File: config.mk
export PLATFORM = sky130hd
export DESIGN_NAME = sector_dma_disk_controller
export DESIGN_NICKNAME = d
export VERILOG_FILES = /design/src/rtl/core/sdc_pkg.sv /design/src/rtl/core/sector_dma_disk_controller.sv
export SDC_FILE = /design/constraint.sdc
export NUM_CORES = 1
export LEC_CHECK = 0
export ABC_AREA = 0
export BUFFER_PORTS_ARGS = -buffer_cell sky130_fd_sc_hd__buf_2
export CAP_MARGIN = 20
export CELL_PAD_IN_SITES_DETAIL_PLACEMENT = 1
export CELL_PAD_IN_SITES_GLOBAL_PLACEMENT = 1
export CORE_MARGIN = 3
export CORE_UTILIZATION = 48
export CTS_CLUSTER_SIZE = 28
export DETAILED_ROUTE_END_ITERATION = 10
export HOLD_SLACK_MARGIN = 0.12
export PLACE_DENSITY = 0.82
export SLEW_MARGIN = 20
export SYNTH_ARGS = -nofsm -noshare
export SYNTH_HDL_FRONTEND = slang
export SYNTH_SLANG_ARGS = --single-unit
File: constraint.sdc
create_clock -name clk -period 9.23 [get_ports clk]
set_input_delay 1.846 -clock clk [delete_from_list [all_inputs] [get_ports clk]]
set_output_delay 1.846 -clock clk [all_outputs]
set_load 0.02 [all_outputs]
File: src/rtl/core/sdc_pkg.sv
// sdc_pkg: types and constants of the sector DMA disk controller.
// Request structs for both channels, status and error codes, register offsets.
// No dependencies.
package sdc_pkg;

	typedef enum logic [1:0] {
		ST_READY = 2'd0,
		ST_BUSY  = 2'd1,
		ST_ERROR = 2'd2
	} status_t;

	localparam logic [2:0] ERR_NONE     = 3'd0;
	localparam logic [2:0] ERR_NO_MEDIA = 3'd1;
	localparam logic [2:0] ERR_RANGE    = 3'd2;
	localparam logic [2:0] ERR_IO       = 3'd3;
	localparam logic [2:0] ERR_MEMORY   = 3'd4;
	localparam logic [2:0] ERR_READONLY = 3'd5;

	localparam logic [1:0] CMD_BUS_READ  = 2'd0;
	localparam logic [1:0] CMD_BUS_WRITE = 2'd1;
	localparam logic [1:0] CMD_COMPLETE  = 2'd2;

	localparam logic [1:0] OUTCOME_OK     = 2'd0;
	localparam logic [1:0] OUTCOME_MEMORY = 2'd1;

	localparam logic [7:0] OP_IDENTIFY = 8'h01;
	localparam logic [7:0] OP_READ     = 8'h02;
	localparam logic [7:0] OP_WRITE    = 8'h03;

	localparam logic [7:0] OFF_COMMAND  = 8'h00;
	localparam logic [7:0] OFF_STATUS   = 8'h01;
	localparam logic [7:0] OFF_SECT_LO  = 8'h02;
	localparam logic [7:0] OFF_SECT_HI  = 8'h09;
	localparam logic [7:0] OFF_COUNT_LO = 8'h0a;
	localparam logic [7:0] OFF_COUNT_HI = 8'h0b;
	localparam logic [7:0] OFF_BUF_LO   = 8'h0c;
	localparam logic [7:0] OFF_BUF_HI   = 8'h0f;
	localparam logic [7:0] OFF_CAP_LO   = 8'h10;
	localparam logic [7:0] OFF_CAP_HI   = 8'h17;
	localparam logic [7:0] OFF_ERROR    = 8'h18;

	localparam logic [7:0] WIDE_READ_DATA = 8'hff;

	localparam logic [1:0] CFG_MEDIA_PRESENT   = 2'd0;
	localparam logic [1:0] CFG_MEDIA_READ_ONLY = 2'd1;
	localparam logic [1:0] CFG_CAPACITY        = 2'd2;

	localparam int CFG_DATA_W = 48;

	typedef struct packed {
		logic [1:0] command;
		logic [7:0] offset;
		logic [7:0] data;
		logic       byte_access;
		logic [1:0] outcome;
	} in_req_t;

	typedef struct packed {
		logic [7:0]  read_data;
		logic [1:0]  status;
		logic [2:0]  error_code;
		logic        request_valid;
		logic        request_to_disk;
		logic [47:0] request_sector;
		logic [32:0] request_guest_address;
	} out_req_t;

endpackage

File: src/rtl/core/sector_dma_disk_controller.sv
// sector_dma_disk_controller: byte-wide register block of a sector disk controller.
// Input register, one combinational pass over the register state, result register.
// Depends on sdc_pkg.
//
// Takes one request per cycle while in_stall is low: bus reads, bus writes and sector
// completion events. A request is captured in an input register and, in the next cycle
// that the result register is free or being drained, resolved against the register state
// in one pass and written to the result register; the sustained rate is one request per
// clock, limited only by downstream stall. Register writes are dropped while a transfer is
// busy; after reset status reads error until an identify or a successful command. Media
// configuration is for the user to write only while idle; the block does not enforce it.
module sector_dma_disk_controller #(
	parameter int SECTOR_BYTES = 512
) (
	input  logic                          clk,
	input  logic                          arst_n,
	input  logic                          cfg_wen,
	input  logic [1:0]                    cfg_index,
	input  logic [sdc_pkg::CFG_DATA_W-1:0] cfg_data,
	input  logic                          in_valid,
	output logic                          in_stall,
	input  sdc_pkg::in_req_t              in_req,
	output logic                          out_valid,
	input  logic                          out_stall,
	output sdc_pkg::out_req_t             out_req
);

	logic                media_present_q;
	logic                media_read_only_q;
	logic [47:0]         capacity_q;

	logic                valid_s1;
	sdc_pkg::in_req_t    in_s1;
	logic                out_valid_q;
	sdc_pkg::out_req_t   out_q;

	logic [63:0]         start_sector_q, start_sector_d;
	logic [15:0]         sector_count_q, sector_count_d;
	logic [31:0]         buffer_addr_q, buffer_addr_d;
	sdc_pkg::status_t    status_q, status_d;
	logic [2:0]          fault_q, fault_d;
	logic [15:0]         sector_index_q, sector_index_d;
	logic                direction_q, direction_d;

	logic                advance;
	logic                process;
	logic [47:0]         cap_visible;
	logic [63:0]         cap_wide;
	logic                range_bad;
	logic [15:0]         next_index;
	logic [7:0]          off_sect;
	logic [7:0]          read_byte;
	logic [7:0]          rd_data;
	logic                rv;
	logic                rv_dir;
	logic [15:0]         rv_index;
	logic                to_disk;
	sdc_pkg::out_req_t   result;

	assign advance  = !out_valid_q || !out_stall;
	assign process  = valid_s1 && advance;
	assign in_stall = valid_s1 && !advance;
	assign out_valid = out_valid_q;
	assign out_req   = out_q;

	always_ff @(posedge clk or negedge arst_n) begin
		if (!arst_n) begin
			media_present_q   <= 1'b0;
			media_read_only_q <= 1'b0;
			capacity_q        <= '0;
		end else if (cfg_wen) begin
			case (cfg_index)
				sdc_pkg::CFG_MEDIA_PRESENT:   media_present_q   <= cfg_data[0];
				sdc_pkg::CFG_MEDIA_READ_ONLY: media_read_only_q <= cfg_data[0];
				sdc_pkg::CFG_CAPACITY:        capacity_q        <= cfg_data[47:0];
				default: ;
			endcase
		end
	end

	always_ff @(posedge clk or negedge arst_n) begin
		if (!arst_n) begin
			valid_s1 <= 1'b0;
		end else if (!in_stall) begin
			valid_s1 <= in_valid;
		end
	end

	always_ff @(posedge clk) begin
		if (!in_stall && in_valid) begin
			in_s1 <= in_req;
		end
	end

	always_ff @(posedge clk or negedge arst_n) begin
		if (!arst_n) begin
			out_valid_q <= 1'b0;
		end else if (advance) begin
			out_valid_q <= valid_s1;
		end
	end

	always_ff @(posedge clk) begin
		if (process) begin
			out_q <= result;
		end
	end

	always_ff @(posedge clk or negedge arst_n) begin
		if (!arst_n) begin
			start_sector_q <= '0;
			sector_count_q <= '0;
			buffer_addr_q  <= '0;
			status_q       <= sdc_pkg::ST_ERROR;
			fault_q        <= sdc_pkg::ERR_NONE;
			sector_index_q <= '0;
			direction_q    <= 1'b0;
		end else if (process) begin
			start_sector_q <= start_sector_d;
			sector_count_q <= sector_count_d;
			buffer_addr_q  <= buffer_addr_d;
			status_q       <= status_d;
			fault_q        <= fault_d;
			sector_index_q <= sector_index_d;
			direction_q    <= direction_d;
		end
	end

	assign cap_visible = media_present_q ? capacity_q : '0;
	assign cap_wide    = {16'd0, cap_visible};
	assign range_bad   = (sector_count_q == 16'd0) || (start_sector_q > cap_wide) ||
		({32'd0, sector_count_q} > (cap_visible - start_sector_q[47:0]));
	assign next_index  = sector_index_q + 16'd1;
	assign off_sect    = in_s1.offset - sdc_pkg::OFF_SECT_LO;
	assign to_disk     = (in_s1.data == sdc_pkg::OP_WRITE);

	always_comb begin
		read_byte = 8'd0;
		if (in_s1.offset == sdc_pkg::OFF_STATUS) begin
			read_byte = {6'd0, status_q};
		end else if (in_s1.offset == sdc_pkg::OFF_ERROR) begin
			read_byte = {5'd0, fault_q};
		end else if (in_s1.offset >= sdc_pkg::OFF_CAP_LO &&
				in_s1.offset <= sdc_pkg::OFF_CAP_HI) begin
			read_byte = cap_wide[{in_s1.offset[2:0], 3'd0} +: 8];
		end else if (in_s1.offset >= sdc_pkg::OFF_SECT_LO &&
				in_s1.offset <= sdc_pkg::OFF_SECT_HI) begin
			read_byte = start_sector_q[{off_sect[2:0], 3'd0} +: 8];
		end else if (in_s1.offset == sdc_pkg::OFF_COUNT_LO) begin
			read_byte = sector_count_q[7:0];
		end else if (in_s1.offset == sdc_pkg::OFF_COUNT_HI) begin
			read_byte = sector_count_q[15:8];
		end else if (in_s1.offset >= sdc_pkg::OFF_BUF_LO &&
				in_s1.offset <= sdc_pkg::OFF_BUF_HI) begin
			read_byte = buffer_addr_q[{in_s1.offset[1:0], 3'd0} +: 8];
		end
	end

	always_comb begin
		start_sector_d = start_sector_q;
		sector_count_d = sector_count_q;
		buffer_addr_d  = buffer_addr_q;
		status_d       = status_q;
		fault_d        = fault_q;
		sector_index_d = sector_index_q;
		direction_d    = direction_q;
		rd_data        = 8'd0;
		rv             = 1'b0;
		rv_dir         = direction_q;
		rv_index       = sector_index_q;
		case (in_s1.command)
			sdc_pkg::CMD_BUS_READ: begin
				rd_data = in_s1.byte_access ? read_byte : sdc_pkg::WIDE_READ_DATA;
			end
			sdc_pkg::CMD_BUS_WRITE: begin
				if (in_s1.byte_access && status_q != sdc_pkg::ST_BUSY) begin
					if (in_s1.offset == sdc_pkg::OFF_COMMAND) begin
						if (in_s1.data == sdc_pkg::OP_IDENTIFY) begin
							status_d = sdc_pkg::ST_READY;
							fault_d  = sdc_pkg::ERR_NONE;
						end else if (in_s1.data == sdc_pkg::OP_READ ||
								in_s1.data == sdc_pkg::OP_WRITE) begin
							status_d = sdc_pkg::ST_ERROR;
							if (!media_present_q) begin
								fault_d = sdc_pkg::ERR_NO_MEDIA;
							end else if (range_bad) begin
								fault_d = sdc_pkg::ERR_RANGE;
							end else if (to_disk && media_read_only_q) begin
								fault_d = sdc_pkg::ERR_READONLY;
							end else begin
								status_d       = sdc_pkg::ST_BUSY;
								fault_d        = sdc_pkg::ERR_NONE;
								direction_d    = to_disk;
								sector_index_d = '0;
								rv             = 1'b1;
								rv_dir         = to_disk;
								rv_index       = '0;
							end
						end else begin
							status_d = sdc_pkg::ST_ERROR;
							fault_d  = sdc_pkg::ERR_IO;
						end
					end else if (in_s1.offset >= sdc_pkg::OFF_SECT_LO &&
							in_s1.offset <= sdc_pkg::OFF_SECT_HI) begin
						start_sector_d[{off_sect[2:0], 3'd0} +: 8] = in_s1.data;
					end else if (in_s1.offset == sdc_pkg::OFF_COUNT_LO) begin
						sector_count_d[7:0] = in_s1.data;
					end else if (in_s1.offset == sdc_pkg::OFF_COUNT_HI) begin
						sector_count_d[15:8] = in_s1.data;
					end else if (in_s1.offset >= sdc_pkg::OFF_BUF_LO &&
							in_s1.offset <= sdc_pkg::OFF_BUF_HI) begin
						buffer_addr_d[{in_s1.offset[1:0], 3'd0} +: 8] = in_s1.data;
					end
				end
			end
			sdc_pkg::CMD_COMPLETE: begin
				if (status_q == sdc_pkg::ST_BUSY) begin
					if (in_s1.outcome == sdc_pkg::OUTCOME_MEMORY) begin
						status_d = sdc_pkg::ST_ERROR;
						fault_d  = sdc_pkg::ERR_MEMORY;
					end else if (in_s1.outcome != sdc_pkg::OUTCOME_OK) begin
						status_d = sdc_pkg::ST_ERROR;
						fault_d  = sdc_pkg::ERR_IO;
					end else begin
						sector_index_d = next_index;
						if (next_index >= sector_count_q) begin
							status_d = sdc_pkg::ST_READY;
						end else begin
							rv       = 1'b1;
							rv_index = next_index;
						end
					end
				end
			end
			default: ;
		endcase
	end

	always_comb begin
		result.read_data       = rd_data;
		result.status          = status_d;
		result.error_code      = fault_d;
		result.request_valid   = rv;
		result.request_to_disk = rv && rv_dir;
		result.request_sector  = rv ? (start_sector_q[47:0] + {32'd0, rv_index}) : '0;
		result.request_guest_address = rv ?
			({1'b0, buffer_addr_q} + (33'(rv_index) * 33'(SECTOR_BYTES))) : '0;
	end

	assert property (@(posedge clk) disable iff (!arst_n)
		out_valid_q && out_q.request_valid |-> out_q.status == sdc_pkg::ST_BUSY)
		else $error("sector request issued without busy status");

	assert property (@(posedge clk) disable iff (!arst_n)
		status_q == sdc_pkg::ST_BUSY |-> sector_index_q < sector_count_q)
		else $error("busy with sector index past sector count");

	assert property (@(posedge clk) disable iff (!arst_n)
		out_valid_q && !out_q.request_valid |->
			out_q.request_sector == '0 && out_q.request_guest_address == '0 &&
			!out_q.request_to_disk)
		else $error("request fields set without a request");

	assert property (@(posedge clk) disable iff (!arst_n)
		out_valid_q && out_stall |=> out_valid_q && $stable(out_q))
		else $error("stalled result changed");

endmodule
Word-level counts from Yosys, hierarchy flattened

Cells that the tools add are included.

Memories: 0
Bits in read-only memories: 0
Register bits: 303
Output and inout bits: 98
Latch bits: 0
Word-level logic and storage cells: 170
Input bits: 76
RAM bits: 0

Div/mod/pow operators: 0
Bitwise gates (word level): 4
Reduce and logical (&&, ||, !) cells: 31
Order comparisons: 9
Shifts and indexed selects: 7
Multiplexer cells: 70
Equal/unequal tests: 17
Multipliers: 0
Add/sub/neg operators: 7

Operators by type and width:

| kind                   | count |
|---|---|
| $mux 16                | 14 |
| $shiftx 64x7->8        | 2 |
| $bwmux 64              | 1 |
| $gt 64x48->1           | 1 |
| $mux 8                 | 8 |
| $pmux 16 s2            | 2 |
| $shift 8x8->64 const A | 1 |
| $shiftx 8x8->64        | 1 |
| $add 48x16->48         | 1 |
| $gt 16x48->1           | 1 |
| $mux 48                | 1 |
| $sub 48x48->48         | 1 |
| $add 32x25->33         | 1 |
| $bwmux 32              | 1 |
| $shift 8x7->32 const A | 1 |
| $shiftx 32x6->8        | 1 |
| $shiftx 8x7->32        | 1 |
| $mux 3                 | 10 |
| $mux 2                 | 11 |
| $mux 1                 | 19 |
| $add 16x1->16 const B  | 1 |
| $eq 8x1->1 const B     | 2 |
| $eq 8x2->1 const B     | 2 |
| $eq 8x4->1 const B     | 2 |
| other kinds (30)       | 59 |

Longest topological paths before layout

Gate-level depths: netlist (run 1).

Depth after elaboration: 12
Gate-level depth with buffers: 41
Gate-level depth less buffers: 37

Least setup slack after synthesis (run 1)

Ideal clock, no wire load.

Path kind: reg2reg
Start point: register media_present_q
End point: register out_q, in the netlist out_req[64], data pin
Buffers on the path: 5
Slack: 1530 ps
Data required time: 8973 ps
Library setup time: 257 ps
Cell stages (with the launch flop): 40
Clock period less this slack: 7700 ps
Arrival time: 7443 ps
Path through: dfrtp_1 > buf_2 > buf_2 > buf_2 > buf_1 > nand2_1 > ha_1 > nand2_1 > or3_1 > a31o_2 > a21oi_1 > nor2_1 > o21ai_0 > xnor2_1 > ha_1 > nand4_1 > nor4_1 > nor3b_1 > (+4 left out) > nand4b_1 > nor4_4 > o22ai_1 > o21ai_0 > ha_1 > a21o_1 > a21oi_1 > o21ai_0 > a21oi_1 > o21bai_1 > a211oi_1 > o31a_1 > nor2b_1 > o21a_1 > clkbuf_1 > nor3_1 > xnor2_1 > nor2_1

Word-level cells in the longest chain between the ends: 12
Elaborated cells between the ends (all ways): 21
Classes of those cells: 2 x add/sub; 2 x order compare; 15 x mux; 2 x reduce/logical

Ends and longest elaborated chain:

| item                                                    | line                                                                 | source |
|---|---|---|
| from (decl)                                             | sector_dma_disk_controller.sv:28                                     | `logic media_present_q;` |
| from (signal assigned)                                  | sector_dma_disk_controller.sv:73                                     | `sdc_pkg::CFG_MEDIA_PRESENT: media_present_q <= cfg_data[0];` |
| $mux 48                                                 | sector_dma_disk_controller.sv:129                                    | `assign cap_visible = media_present_q ? capacity_q : '0;` |
| $sub 48x48->48 / $gt 64x48->1 (equally long branches)   | sector_dma_disk_controller.sv:132, sector_dma_disk_controller.sv:131 |  |
| $gt 16x48->1 / $logic_or 1x1->1 (equally long branches) | sector_dma_disk_controller.sv:132, sector_dma_disk_controller.sv:131 |  |
| $logic_or 1x1->1                                        | sector_dma_disk_controller.sv:131                                    | `assign range_bad = (sector_count_q == 16'd0) \|\| (start_sector_q > cap_wide) \|\|` |
| $mux 16                                                 | sector_dma_disk_controller.sv:186                                    | `end else if (range_bad) begin` |
| $mux 16                                                 | sector_dma_disk_controller.sv:184                                    | `if (!media_present_q) begin` |
| $mux 16                                                 | sector_dma_disk_controller.sv:181                                    | `end else if (in_s1.data == sdc_pkg::OP_READ \|\|` |
| $mux 16                                                 | sector_dma_disk_controller.sv:178                                    | `if (in_s1.data == sdc_pkg::OP_IDENTIFY) begin` |
| $mux 16                                                 | sector_dma_disk_controller.sv:177                                    | `if (in_s1.offset == sdc_pkg::OFF_COMMAND) begin` |
| $mux 16                                                 | --                                                                   |  |
| $pmux 16 s2                                             | sector_dma_disk_controller.sv:171                                    | `case (in_s1.command)` |
| $add 48x16->48                                          | sector_dma_disk_controller.sv:245                                    | `result.request_sector = rv ? (start_sector_q[47:0] + {32'd0, rv_index}) : '0;` |
| to (signal assigned)                                    | sector_dma_disk_controller.sv:105                                    | `out_q <= result;` |
| to (decl)                                               | sector_dma_disk_controller.sv:35                                     | `sdc_pkg::out_req_t out_q;` |

Parallel ways exist; a longest one is shown, timed or not.
A chain may end at the register's enable or synchronous reset.

Worst setup path after layout (run 1)

Start point: register media_present_q
End point: register out_q, in the netlist out_req[69], data pin

Same word-level chain as after synthesis.

==> qor.yml, run 1 <==
r2r_end: "out_req[69]"
outcome: "completed"
drc: 0
yosysUniqueCellTypes: 88
insertion_delay_ns: 0.57
synth_cells: 2406
fp.dieArea_mm2: 0.0481
synth_edf_count: 117
die_w_um: 219
post-synth-top-area-fraction_pct: 21.2
r2r.worst_path.cells: 38
drv_slew: 0
tns_ns: 0
crit_type: "flop to flop"
setup_violations: 0
pin_count: 174
core_area_mm2: 0.0446
io_buffers: 173
vias_per_cell: 6.58
ys.warnings.count: 0
wl_per_cell_um: 28.5
area_delta_synth_final_pct: 14.6
cts_root_buffer: "clkbuf_16"
synth-seq-cells: 303
synth_area_per_cell_um2: 9.07
holdBufCountCts: 0
cts.clk_slew.worst_paths_ns: 0.06
slowest_stage: "dfrtp_4"
nets: 2844
async_flop_share_pct: 61.4
arrival_ns: 9.09
die_y_um: 219
rows: 77
critPathRequiredTime_ns: 9.52
hold_violations: 0
slew_headroom_pct: 28.0
yosys_most_used_dff: "dfrtp_1"
num-fill-cells: 5204
drt_pre_antenna_iters: 6
drive_gt1_share_pct: 18.6
whs_ns: 0.510
hp-class: "flop to flop"
first_iter_violations: 2355
pre_cts_ws_ns: 0.000743
grt_pass1_wl_um: 137000
endpoint: "out_req[69]"
yosysMostFrequentCell: "nand2_1"
final_cell_area_mm2: 0.0250
routed_wl_um: 91900
ir_worst_vdd_mv: 0.186
synthTopCellsByCount: "339 x nand2_1, 189 x nor2_1, 185 x dfrtp_1, 167 x o21ai_0, 160 x ha_1"
power_density_mw_per_mm2: 196
end_kind: "flop"
dp_hpwl_um: 71800
reg2reg_setup_slack_ns: 0.43
worst_slew_pin_slew_ns: 1.07
cts_tree: "yes"
slowest_delay_ns: 0.59
critPathLaunchType: "flop"
syn_nets: 2645
numCtsBuffers: 36
p_leak_nw: 10.9
grt_max_degree: 126
reg2reg_from: "media_present_q"
synth_area_leaders: "dfrtp_1 21%, edfxtp_1 16%, ha_1 9.2%"
place_congestion: 1.02
yosysSeqAreaShare_pct: 37.4
cp_max_fo: 18
period_needed_ns: 8.80
drv_cap: 0
rsz0062_at_grt: "false"
num_vias: 21200
max_freq_mhz: 114
initial_core_util_pct: 48.9
synth_top_cell_by_area: "dfrtp_1"
grt_pass1_vias: 21600
fin_worst_skew_ns: 0.0277
grt_overflow_total: 0
worst_slack_ns: 0.428
min_period_over_period_pct: 95.4
drtAntennaViolNets: 0
syn_area_mm2: 0.0218
crit_start: "media_present_q"
post_dp_cell_area_mm2: 0.0237
cts_buffer_depth: 3
clock_sinks: 303
grt_usage_pct: 37.9
cpMostUsedCell: "buf_4"
grt_antenna_before_repair: 3
ctsHtreeMaxLevel: 2
-- critical path, delay by kind of cell (launching register included) --
family	cells	cell delay, ns
flip-flops	1	0.59
XOR/XNOR	2	0.30
adder cells (fa/ha/maj)	3	1.14
AND/OR/NAND/NOR	15	2.82
buffers and inverters	4	0.76
AO/OA/AOI/OAI	14	2.90
-- cell usage in the layout (no fill, tap or decap), types with 46 or more instances in the layout --
| cell | netlist | layout |
|---|---|---|
| edfxtp_1 | 117 | 117 |
| o21ai_0 | 167 | 165 |
| a21oi_1 | 115 | 115 |
| buf_4 | 4 | 96 |
| nand3_1 | 54 | 54 |
| inv_1 | 131 | 130 |
| a21o_1 | 46 | 46 |
| nor2_1 | 189 | 189 |
| mux2_2 | 75 | 75 |
| ha_1 | 160 | 158 |
| dfrtp_1 | 185 | 184 |
| nand2_1 | 339 | 339 |
| nand4_1 | 51 | 51 |
| buf_2 | 17 | 172 |
| xnor2_1 | 65 | 65 |
-- power breakdown --
group,switching [mW],internal (mW)
sequential,0.0986,1.49
combinational,1.17,0.656
clock,0.611,0.863
-- sequential cells by signal, summed over array words and instances (netlist names), 2 cells and up --
name	count
sector_index_q	16
status_q	2
out_req	96
sector_count_q	16
capacity_q	48
buffer_addr_q	32
start_sector_q	64
in_s1	21
fault_q	3
-- final cells by class --
type                    count  area, um^2  share of cell area, %
inverters                 136         513                   2.05
clock inverters            19         188                  0.751
multi-input cells        1857       12700                   51.0
repair buffers            271        1630                   6.51
diodes                      1        2.50                 0.0100
clock buffers              47        1010                   4.05
well taps                 592         741                   2.96
flip-flops and latches    303        8170                   32.7
-- kinds of logic after synthesis --
| kind of cell | count (synthesis) | synth area share [%] |
|---|---|---|
| DFF | 303 | 37.4 |
| buffers and inverters | 246 | 4.47 |
| and+or+nand+nor | 891 | 19.6 |
| adders and majority gates | 163 | 9.45 |
| muxes | 116 | 7.59 |
| AOI/OAI and AO/OA | 601 | 18.0 |
| xor gates and xnor gates | 86 | 3.45 |
-- per-layer routing --
metal	up-vias	wire length [um]	track usage [%]
met2	1132	40100	57.8
met4	4	4780	16.4
met3	274	9140	8.36
met1	10600	37900	52.0
li1	9185	-	-
met5	-	21	0
-- how the worst min path moves through the flow --
stage | to | slack (ns) | depth (start not counted) | start
floorplan | out_valid | 0.46 | 1 | valid_s1
global placement | out_valid | 0.48 | 1 | valid_s1
detailed placement | out_valid | 0.49 | 1 | valid_s1
CTS | capacity_q[16] | 0.51 | 1 | capacity_q[16]
global route | capacity_q[16] | 0.53 | 1 | capacity_q[16]
finish | capacity_q[16] | 0.51 | 1 | capacity_q[16]
-- what timing repair did --
| item | in CTS | in global routing |
|---|---|---|
| buffers inserted | 0 | 1 |
| pin swaps | 0 | 0 |
| gates resized for setup | 1 | 13 |
| endpoints found under the setup margin | 8 | 47 |
-- metrics by stage --
| stage | power, mW | std cells | util (%) |
|---|---|---|---|
| floorplan | 2.69 | 2406 | - |
| global placement | 3.34 | 3158 | 53.2 |
| detailed placement | 3.37 | 3158 | 53.2 |
| CTS | 4.85 | 3224 | 55.9 |
| global route | 5.10 | 3225 | 56.0 |
| finish | 4.90 | 3226 | 56.0 |
Note: power is estimated with default switching activity, not from simulation.
==> inputs of run 2 (changes only) <==
--- a/config.mk
+++ b/config.mk
@@ -11,11 +11,11 @@
 export CELL_PAD_IN_SITES_DETAIL_PLACEMENT = 1
 export CELL_PAD_IN_SITES_GLOBAL_PLACEMENT = 1
 export CORE_MARGIN = 3
-export CORE_UTILIZATION = 48
+export CORE_UTILIZATION = 30
 export CTS_CLUSTER_SIZE = 28
 export DETAILED_ROUTE_END_ITERATION = 10
 export HOLD_SLACK_MARGIN = 0.12
-export PLACE_DENSITY = 0.82
+export PLACE_DENSITY = 0.56
 export SLEW_MARGIN = 20
 export SYNTH_ARGS = -nofsm -noshare
 export SYNTH_HDL_FRONTEND = slang
==> constraint.sdc (replaced) <==
create_clock -name clk -period 8.69 [get_ports clk]
set_input_delay 1.738 -clock clk [delete_from_list [all_inputs] [get_ports clk]]
set_output_delay 1.738 -clock clk [all_outputs]
set_load 0.02 [all_outputs]
==> qor.yml, run 2 (synthesis gave the netlist of run 1 again) <==
routed_wl_um: 98500  # +7.1%
num_vias: 20700  # -2.6%
cts_tree: "yes"
p_seq_share_pct: 31.4  # -1.1 points
critPathLaunchType: "flop"
final_cell_mix: "339 x nand2_1, 189 x buf_4, 187 x nor2_1, 184 x dfrtp_1, 172 x buf_2"
drtAntennaViolNets: 0  # unchanged
switching_power_mw: 2.05  # +8.7%
drv_cap: 0  # unchanged
ctsHtreeMaxLevel: 2  # unchanged
arrival_ns: 8.58  # -0.51 ns
grt_pass1_wl_um: 143000  # +4.5%
hold_path_end: "out_valid"
numCtsBuffers: 39  # +8.3%
hp-class: "flop to flop"
die_w_um: 276  # +26%
grt_usage_pct: 25.5  # -12 points
drive_gt1_share_pct: 22.5  # +3.9 points
initial_core_util_pct: 30.4  # -18 points
min_period_over_period_pct: 95.1  # -0.22 points
r2r_end: "out_req[71]"
holdBufCountCts: 0  # unchanged
slew_headroom_pct: 26.9  # -1.1 points
nets: 2942  # +3.4%
pin_count: 174  # unchanged
worst_slew_pin_slew_ns: 1.10  # +0.0244 ns
mostFrequentLayoutCell: "nand2_1"
core_area_mm2: 0.0717  # +61%
fp.dieArea_mm2: 0.0760  # +58%
drt_pre_antenna_iters: 7  # +1
crit_type: "flop to flop"
end_kind: "flop"
cp_max_fo: 7  # -11
diodes: 0  # -1
grt_pass1_vias: 20900  # -3.5%
cts_buffer_depth: 3  # unchanged
place_congestion: 0.963  # -5.6%
cpMostUsedCell: "buf_4"
ir_worst_vdd_mv: 0.145  # -22%
grt_antenna_before_repair: 5  # +2
drc: 0  # unchanged
cts_root_buffer: "clkbuf_16"
slowest_delay_ns: 0.46  # -0.13 ns
min-delay-start: "valid_s1"
clkPwrFrac_pct: 31.0  # +0.9 points
setup_violations: 0  # unchanged
drv_slew: 0  # unchanged
p_sw_share_pct: 38.1  # -0.34 points
first_iter_violations: 1707  # -28%
clock_sinks: 303  # unchanged
slowest_stage: "dfrtp_2"
max_freq_mhz: 121  # +6.5%
dp_hpwl_um: 78900  # +9.9%
r2r.worst_path.cells: 42  # +11%
wl_per_cell_um: 26.7  # -6.1%
vias_per_cell: 5.61  # -15%
die_y_um: 276  # +26%
hold_violations: 0  # unchanged
reg2reg_setup_slack_ns: 0.42  # about the same
power_density_mw_per_mm2: 203  # +3.8%
period_needed_ns: 8.27  # -0.534 ns
rows: 98  # +27%
io_buffers: 173  # unchanged
p_comb_share_pct: 37.6  # +0.2 points
cts.clk_slew.worst_paths_ns: 0.06  # about the same
tns_ns: 0  # unchanged
grt_overflow_total: 0  # unchanged
area_delta_synth_final_pct: 21.1
insertion_delay_ns: 0.58  # about the same
p_leak_nw: 11.5  # +5.4%
whs_ns: 0.502  # -0.00782 ns
internal_power_mw: 3.32  # +10%
fin_worst_skew_ns: 0.0267  # -0.00101 ns
critPathRequiredTime_ns: 9.01  # -0.51 ns
reg2reg_from: "media_present_q"
total_power_mw: 5.37  # +9.7%
hold_depth: 1  # unchanged
grt_max_degree: 73  # -42%
largest_reg_flops: 96  # unchanged
outcome: "completed"
## run 2: cell types whose count changed in the layout (fill, tap and decap cells not counted), sizes merged
| cell | before | now |
|---|---|---|
| diode | 1 | 0 |
| buf | 271 | 365 |
| clkbuf | 47 | 51 |
| clkinvlp | 3 | 1 |
| clkinv | 12 | 17 |
| inv | 137 | 136 |
## run 2: layout make-up
class / instances / area (um^2)
Timing Repair Buffer: 366 / 2370
Sequential cell: 303 / 8170
Multi-Input combinational cell: 1857 / 12900
Inverter: 136 / 513
Fill cell: 8309 / 45300
Tap cell: 950 / 1190
Clock buffer: 50 / 1080
Clock inverter: 21 / 206
## run 2: power groups by stage
| stage | combinational (mW) | sequential (mW) | clock (mW) |
|---|---|---|---|
| floorplan | 1.16 | 1.70 | 0 |
| global placement | 1.93 | 1.71 | 0 |
| detailed placement | 1.94 | 1.71 | 0 |
| CTS | 1.96 | 1.69 | 1.71 |
| global route | 2.19 | 1.70 | 1.77 |
| finish | 2.02 | 1.69 | 1.66 |
## run 2: critical path, delay by kind of cell, from the launching register on
kind | cells | cell delay [ns]
xor gates and xnor gates | 2 | 0.23
and+or+nand+nor | 14 | 2.26
AOI/OAI and AO/OA | 14 | 2.56
adders and majority gates | 5 | 1.48
DFF | 1 | 0.46
buffers and inverters | 7 | 1.01
## run 2: timing repair
item	CTS	global route
gates cloned	0	0
setup buffers	0	9
setup endpoints to repair	43	48
gates resized for setup	5	45
pin swaps	0	14
## run 2: how the worst max path moves through the flow
stage               slack (ns)  cells after the start     endpoint             from
floorplan                 0.99                     39  out_req[64]  media_present_q
global placement         -0.36                     33  out_req[61]  media_present_q
detailed placement       -0.40                     33  out_req[61]  media_present_q
CTS                       0.03                     39  out_req[27]  media_present_q
global route             -0.09                     40  out_req[75]  media_present_q
finish                    0.42                     42  out_req[71]  media_present_q
## run 2: layer usage
| metal | vias to the layer above | GRT usage, % | wire length, um |
|---|---|---|---|
| met5 | - | 0 | 0 |
| met4 | 0 | 7.71 | 3320 |
| met3 | 137 | 2.74 | 5420 |
| met2 | 638 | 41.7 | 45500 |
| met1 | 10500 | 35.5 | 44300 |
| li1 | 9379 | - | - |
## run 2: stage by stage
step	instance area, um^2	setup slack (ns)	instances	util (%)
after floorplan	21800	0.990	2406	-
after global placement	24800	-0.356	3602	34.6
after detailed placement	24800	-0.404	3602	34.6
after CTS	26100	0.0282	3673	36.4
after global routing	26400	-0.0887	3683	36.8
final	26400	0.422	3683	36.8
==> inputs of run 3 (changes only) <==
--- a/config.mk
+++ b/config.mk
@@ -11,11 +11,11 @@
 export CELL_PAD_IN_SITES_DETAIL_PLACEMENT = 1
 export CELL_PAD_IN_SITES_GLOBAL_PLACEMENT = 1
 export CORE_MARGIN = 3
-export CORE_UTILIZATION = 30
+export CORE_UTILIZATION = 48
 export CTS_CLUSTER_SIZE = 28
 export DETAILED_ROUTE_END_ITERATION = 10
 export HOLD_SLACK_MARGIN = 0.12
-export PLACE_DENSITY = 0.56
+export PLACE_DENSITY = 0.82
 export SLEW_MARGIN = 20
 export SYNTH_ARGS = -nofsm -noshare
 export SYNTH_HDL_FRONTEND = slang
==> qor.yml, run 3 (synthesis gave the netlist of run 1 again) <==
critPathLaunchType: "flop"
dp_hpwl_um: 77500  # -1.8%
p_leak_nw: 11.6  # +1.0%
cts_root_buffer: "clkbuf_16"
drive_gt1_share_pct: 23.6  # +1.1 points
clock_sinks: 303  # unchanged
period_needed_ns: 8.62  # +0.349 ns
cpMostUsedCell: "buf_4"
power_density_mw_per_mm2: 207  # +1.8%
numCtsBuffers: 37  # -5.1%
place_congestion: 1.04  # +7.8%
grt_usage_pct: 41.8  # +16 points
whs_ns: 0.505  # +0.00287 ns
slew_headroom_pct: 8.03  # -19 points
rows: 77  # -21%
drv_cap: 0  # unchanged
grt_antenna_before_repair: 8  # +3
nets: 2989  # +1.6%
fin_worst_skew_ns: 0.0630  # +0.0363 ns
crit_buf_inv: 7  # unchanged
slowest_stage: "a2bb2oi_1"
final_cell_mix: "339 x nand2_1, 239 x buf_4, 188 x nor2_1, 184 x dfrtp_1, 172 x buf_2"
mostFrequentLayoutCell: "nand2_1"
largest_reg_flops: 96  # unchanged
cp_max_fo: 27  # +20
end_kind: "flop"
tns_ns: 0  # unchanged
vias_per_cell: 6.86  # +22%
die_w_um: 219  # -20%
crit_type: "flop to flop"
first_iter_violations: 3386  # +98%
drv_slew: 0  # unchanged
cts_tree: "yes"
num-fill-cells: 5148  # -38%
io_buffers: 173  # unchanged
area_delta_synth_final_pct: 19.8
die_y_um: 219  # -20%
final_cell_count_no_fill: 3375  # -8.4%
placedCellCount: 3293  # -8.6%
core_area_mm2: 0.0446  # -38%
outcome: "completed"
num_vias: 23100  # +12%
ir_worst_vdd_mv: 0.182  # +26%
cts.clk_slew.worst_paths_ns: 0.07  # about the same
hp-class: "flop to flop"
seqCellArea_mm2: 0.00817  # unchanged
grt_pass1_vias: 23100  # +10%
grt_max_degree: 70  # -4.1%
path_delay_family: "compound AO/OA/AOI/OAI gates"
drtAntennaViolNets: 0  # unchanged
wl_per_cell_um: 31.6  # +18%
multi_input_comb_area_mm2: 0.0129  # -0.19%
insertion_delay_ns: 0.61  # +0.03 ns
hold_violations: 0  # unchanged
arrival_ns: 8.95  # +0.37 ns
worst_slew_pin_slew_ns: 1.38  # +0.280 ns
drc: 0  # unchanged
routed_wl_um: 107000  # +8.4%
critPathRequiredTime_ns: 9.02  # about the same
grt_pass1_wl_um: 149000  # +4.2%
fp.dieArea_mm2: 0.0481  # -37%
cts_buffer_depth: 3  # unchanged
grt_overflow_total: 0  # unchanged
pin_count: 174  # unchanged
initial_core_util_pct: 48.9  # +18 points
drt_pre_antenna_iters: 6  # -1
min_period_over_period_pct: 99.2  # +4.0 points
slowest_delay_ns: 0.50  # +0.04 ns
setup_violations: 0  # unchanged
ctsHtreeMaxLevel: 2  # unchanged
max_freq_mhz: 116  # -4.0%
## run 3: metal layers
metal / track usage, % / up-vias / share of wire [%]
li1: - / 9466 / -
met1: 56.5 / 11500 / 39
met2: 63.1 / 1698 / 43
met3: 9.04 / 464 / 12
met4: 21.7 / 8 / 6.5
met5: 0 / - / 0.072
## run 3: cell type report
class,instances,share of cell area [%]
repair buffers,415,10.3
well taps,592,2.83
multi-input cells,1857,49.2
clock buffers,51,3.90
flip-flops and latches,303,31.3
diodes,4,0.0383
inverters,136,1.96
clock inverters,17,0.469
## run 3: worst reg2reg max path, delay by kind of cell, from the launching register on
kind	cells	cell delay, ns
AOI/OAI and AO/OA	16	4.10
buffers and inverters	7	1.39
adders and majority gates	3	0.96
and+or+nand+nor	6	0.93
xor gates and xnor gates	2	0.56
DFF	1	0.45
## run 3: power by group
| group | switching, mW | internal, mW | leakage (nW) |
|---|---|---|---|
| clock network | 0.723 | 0.833 | 0.555 |
| logic | 1.35 | 0.817 | 7.52 |
| registers | 0.106 | 1.58 | 3.54 |
| total | 2.18 | 3.23 | 11.6 |
## run 3: final timing paths
check / startpoint / endpoint / slack, ns / cells after the start
min reg2reg: capacity_q[1] / capacity_q[1] / 0.50 / 1
min: capacity_q[1] / capacity_q[1] / 0.50 / 1
max reg2reg: media_present_q / out_req[27] / 0.07 / 34
max in group asynchronous: arst_n / buffer_addr_q[5] / 6.01 / 2
max: media_present_q / out_req[27] / 0.07 / 34
min in group asynchronous: arst_n / buffer_addr_q[7] / 1.19 / 1
## run 3: timing repair
action,4_1_cts,5_1_grt
setup buffers,3,7
setup endpoints to repair,32,48
endpoints found under the hold margin,0,0
pin swaps,1,8
resized for setup,7,39
hold buffers,0,0
## run 3: per-stage QoR
| step | total power, mW | setup slack, ns | util [%] | instance area [um^2] |
|---|---|---|---|---|
| after floorplan | 2.86 | 0.990 | - | 21800 |
| after global placement | 3.70 | 0.332 | 55.5 | 24700 |
| after detailed placement | 3.74 | -0.0370 | 55.5 | 24700 |
| after CTS | 5.27 | 0.0143 | 58.1 | 25900 |
| after global routing | 5.59 | -0.255 | 58.6 | 26100 |
| final | 5.41 | 0.0729 | 58.6 | 26100 |
